`src/sv/spc_pkg.sv`:
```
// Shared types and constants for the sphere pair contact block.
package spc_pkg;

  localparam int unsigned SQ_STAGES  = 32;
  localparam int unsigned DIV_STAGES = 31;
  localparam logic [31:0] NORMAL_ONE = 32'h4000_0000;

  // front to back word
  typedef struct packed {
    logic              hit;
    logic [30:0]       radii;
    logic [2:0][30:0]  mag;
    logic [2:0]        neg;
    logic [63:0]       dsq;
  } mid_t;

  // square root stage
  typedef struct packed {
    logic              v;
    logic              hit;
    logic [30:0]       radii;
    logic [2:0][30:0]  mag;
    logic [2:0]        neg;
    logic [63:0]       x;
    logic [32:0]       rem;
    logic [31:0]       root;
  } sq_t;

  // divide stage, three lanes
  typedef struct packed {
    logic              v;
    logic              hit;
    logic              zero;
    logic [30:0]       depth;
    logic [30:0]       s;
    logic [2:0]        neg;
    logic [2:0][61:0]  num;
    logic [2:0][30:0]  rem;
    logic [2:0][30:0]  quo;
  } dv_t;

  // result word
  typedef struct packed {
    logic              hit;
    logic [30:0]       depth;
    logic [31:0]       nx;
    logic [31:0]       ny;
    logic [31:0]       nz;
  } res_t;

endpackage

```
`src/sv/spc_mid_queue.sv`:
```
// Two-entry queue between the front and back parts.
module spc_mid_queue (
  input  logic          clk_i,
  input  logic          rst_ni,
  input  logic          push_i,
  input  spc_pkg::mid_t data_i,
  output logic          full_o,
  input  logic          pop_i,
  output logic          empty_o,
  output spc_pkg::mid_t data_o
);

  spc_pkg::mid_t mem_q [2];
  logic          wp_q, rp_q;
  logic [1:0]    cnt_q;
  logic          do_push, do_pop;

  assign full_o  = cnt_q == 2'd2;
  assign empty_o = cnt_q == 2'd0;
  assign do_push = push_i && !full_o;
  assign do_pop  = pop_i && !empty_o;
  assign data_o  = mem_q[rp_q];

  always_ff @(posedge clk_i or negedge rst_ni) begin
    if (!rst_ni) begin
      wp_q  <= 1'b0;
      rp_q  <= 1'b0;
      cnt_q <= 2'd0;
    end else begin
      if (do_push) wp_q <= !wp_q;
      if (do_pop)  rp_q <= !rp_q;
      cnt_q <= cnt_q + {1'b0, do_push} - {1'b0, do_pop};
    end
  end

  always_ff @(posedge clk_i) begin
    if (do_push) mem_q[wp_q] <= data_i;
  end

endmodule

```
`config.mk`:
```
export PLATFORM = sky130hd
export DESIGN_NAME = spc_mid_queue
export DESIGN_NICKNAME = d
export VERILOG_FILES = /design/src/sv/spc_pkg.sv /design/src/sv/spc_mid_queue.sv
export SDC_FILE = /design/constraint.sdc
export NUM_CORES = 1
export LEC_CHECK = 0
export BUFFER_PORTS_ARGS = -buffer_cell sky130_fd_sc_hd__buf_4
export CAP_MARGIN = 0
export CORE_ASPECT_RATIO = 1.25
export CORE_MARGIN = 2
export CORE_UTILIZATION = 32
export CTS_CLUSTER_SIZE = 8
export DETAILED_ROUTE_END_ITERATION = 12
export PLACE_DENSITY = 0.53
export SYNTH_ARGS = -nofsm -noshare
export SYNTH_HDL_FRONTEND = slang
export SYNTH_SLANG_ARGS = --single-unit
```
`constraint.sdc`:
```
create_clock -name clk_i -period 10.2 [get_ports clk_i]
set_input_delay 2.04 -clock clk_i [delete_from_list [all_inputs] [get_ports clk_i]]
set_output_delay 2.04 -clock clk_i [all_outputs]
set_load 0.02 [all_outputs]
```
==> results.md <==
- Grt ovf: 0
- Fillers: 3852
- Area of the core: 43300 sq um
- Worst-path maximum fanout: 72
- Max Root-Sink Buffers: 3
- Most frequent cell after synthesis: edfxtp_1
- Critical path class: register to output port
- CTS tree: built
- First-pass GRT wire length: roughly 46 mm
- Total Die Area: 45700 sq um
- Layout area overhead: 35.3%
- Synth top cells by count: edfxtp_1, mux2_2, buf_4
- Nets: 1247
- Post-CTS resize count: 0
- Routability cong.: 0.754
- Clock Latency Late Sink: 560 ps
- Top cell type's share of synthesized area: 0.819
- Post-DP HPWL: ~21 mm
- Final period utilization: 0.529
- Clock power share: 0.268
- Hold_buf cts: 0
- CP Launch Type: register
- Post-synthesis sequential area ratio: 0.826
- CP Data Required Time: 8160 ps
- Combinational Power Share: 0.341
- RR Startpoint: cnt_q[1]
- Drt total wl: approximately 32 mm
- Start point of the critical path: rp_q
- Via count: 7234
- XOR/XNOR Fraction of Synth Area: 0.00249
- Post-synth top area cell: edfxtp_1
- 1st-pass router iterations: 7
- Post-synthesis mux area share: 0.154
- Worst hold path type: register to register
- WP data arrival: 3360 ps
- Final Hold Vio Count: 0
- Post-synthesis area per instance: 22.9 sq um
- Largest family of logic cells by synthesized area: multiplexers
- Synth Area in Compound Gates: 0
- Register-to-register setup slack: 7370 ps
- Row count: 85
- Asr flop ratio synth: 0.0103
- Sw frac: 0.312
- Delay-heaviest family, CP: buffers and inverters
- Worst Path Buf+Inv: 3
- Root buffer cell: clkbuf_16
- RSZ-0062 raised after global routing: no
- Die Y: 238 microns
- Final instance area: 19000 sq um
- Gate count after technology mapping: 615
- Seq pwr share: 0.391
- WL/cell: around 19 microns
- Clock skew: 19.8 ps
- EDFF count, synth: 384
- Post-route ant nets: 0
- Worst reg2reg path depth: 4
- Setup TNS: 0 ps
- Post-synthesis simple-gate area fraction: 0.00213
- Initial antenna violation count: 0
- Crit-path max cell delay: slightly above 800 ps
- Syn Nets: 813
- Drt initial violations: 329
- WHS: 504 ps
- Antenna Cells: 0
- Normalized max-slew margin: 0.275
- CTS Buf Count: 54
- Pint: roughly 0.004 W
- RR Endpoint: mem_q[1][125]
- Pleak: 7.04 nW
- Post-synth top flop: edfxtp_1
- Worst VDD drop: 0.000163 V
- Critical path's slowest cell: buf_4
- Ports: 390
- Yosys Warn Count: 0
- Critical path capture point type: output port
- P per Cell Area: 305 nW/um^2
- Net load switching power: 0.00181 W
- Mapped cell area: 14100 sq um
- Final-report setup violation count: 0
- Max-slew violation count: 0
- Starting Density: 0.325
- Min Tclk post-route: between 5000 and 6000 ps
- Worst-margin pin slew: 1090 ps
- Largest net degree at the start of global routing: 73
- Max Cap Violations: 0
- Post-Synth Adder-Cell Area: 0.00178
- DRC Markers: 0
- Post-CTS Setup Bufs: 0
- Setup ws final: around 4800 ps
- Worst setup path end: data_o[106]
- Status: complete, no violations
- Clock Pin Slew Worst Setup and Hold Paths: approximately 50 ps
- Gr usage total: 0.134
- Placed cell area: 17600 sq um
- Vias in the first global route: between 7000 and 8000
- Layout cell share with drive strength beyond 1: 0.614
- Worst path depth: 4
- Cell mode on critical path: buf_4
- Max Freq: 185 MHz
- FF+latch count, synth: 388
- IO Port Bufs: 389
- Number of distinct library cells after synthesis: 15
- Cell chain of the critical path: buf_4 > buf_4 > mux2_2 > buf_4
- Die X: 192 microns
- Synth area leaders: edfxtp_1, mux2_2, dfrtp_1
- Clk sinks: 388
- H-tree depth: 2
- Post-Place Setup Slack: 5270 ps
- Number of vias per cell: between 4 and 5
==> cells in the final DEF (no fill, tap or decap) <==
cell type / Yosys / final
and3_4: 0 / 1
buf_4: 11 / 399
clkbuf_1: 0 / 11
clkbuf_16: 0 / 55
clkinv_2: 0 / 1
dfrtp_1: 4 / 3
dfrtp_4: 0 / 1
edfxtp_1: 384 / 384
ha_1: 2 / 2
inv_1: 2 / 2
inv_6: 0 / 1
mux2_2: 192 / 192
nand2_1: 1 / 1
nand2b_1: 1 / 1
nor2_1: 2 / 1
nor2_4: 0 / 1
nor2b_1: 1 / 1
xnor2_1: 3 / 3
xor2_1: 1 / 1
==> cells by family (layout without fill, tap and decap cells) <==
kind of cell  Yosys count  in the layout
xor+xnor                4              4
fa+ha+maj               2              2
buf+inv                23            469
flops                 388            388
mux                   192            192
simple gates            6              6
==> flip-flops by register name (all words and copies together), names as in the netlist <==
register / flops
cnt_q: 2
mem_q: 384
rp_q: 1
wp_q: 1
==> power groups by stage <==
stage	Clock (W)	Sequential [W]	Combinational, W
6_report	0.00155	0.00226	0.00198
5_1_grt	0.00167	0.00230	0.00211
4_1_cts	0.00161	0.00227	0.00203
3_5_place_dp	0	0.00230	0.00203
3_3_place_gp	0	0.00229	0.00202
2_1_floorplan	0	0.00233	0.00124
==> metal layers <==
layer	wire, microns	vias up	track usage
li1	-	3308	-
met1	11700	3572	0.149
met2	16300	283	0.234
met3	2610	71	0.0466
met4	1050	0	0.0545
met5	0	-	0
==> worst min-delay path by stage <==
| stage | from | endpoint | slack [ps] | cells past startpoint |
|---|---|---|---|---|
| final | cnt_q[1] | cnt_q[1] | 500 | 1 |
| after global routing | cnt_q[1] | cnt_q[1] | 520 | 1 |
| after CTS | cnt_q[1] | cnt_q[1] | 510 | 1 |
| after detailed placement | cnt_q[1] | cnt_q[1] | 500 | 1 |
| after global placement | cnt_q[1] | cnt_q[1] | 500 | 1 |
| after floorplan | cnt_q[1] | cnt_q[1] | 470 | 1 |
==> area by class of cell <==
class / count / area (sq um) / area share
Sequential cell: 388 / 11600 / 0.611
Timing Repair Buffer: 399 / 3000 / 0.157
Multi-Input combinational cell: 204 / 2260 / 0.119
Clock buffer: 66 / 1420 / 0.0745
Tap cell: 565 / 707 / 0.0371
Clock inverter: 2 / 13.8 / 0.000723
Inverter: 2 / 7.51 / 0.000394
==> through the flow <==
stage | total power (W) | cells | util
after floorplan | 0.00357 | 615 | -
after global placement | 0.00431 | 1558 | 0.407
after detailed placement | 0.00432 | 1558 | 0.407
after CTS | 0.00591 | 1626 | 0.440
after global routing | 0.00608 | 1626 | 0.440
final | 0.00580 | 1626 | 0.440
No activity file was read; power rests on OpenSTA's default activity.
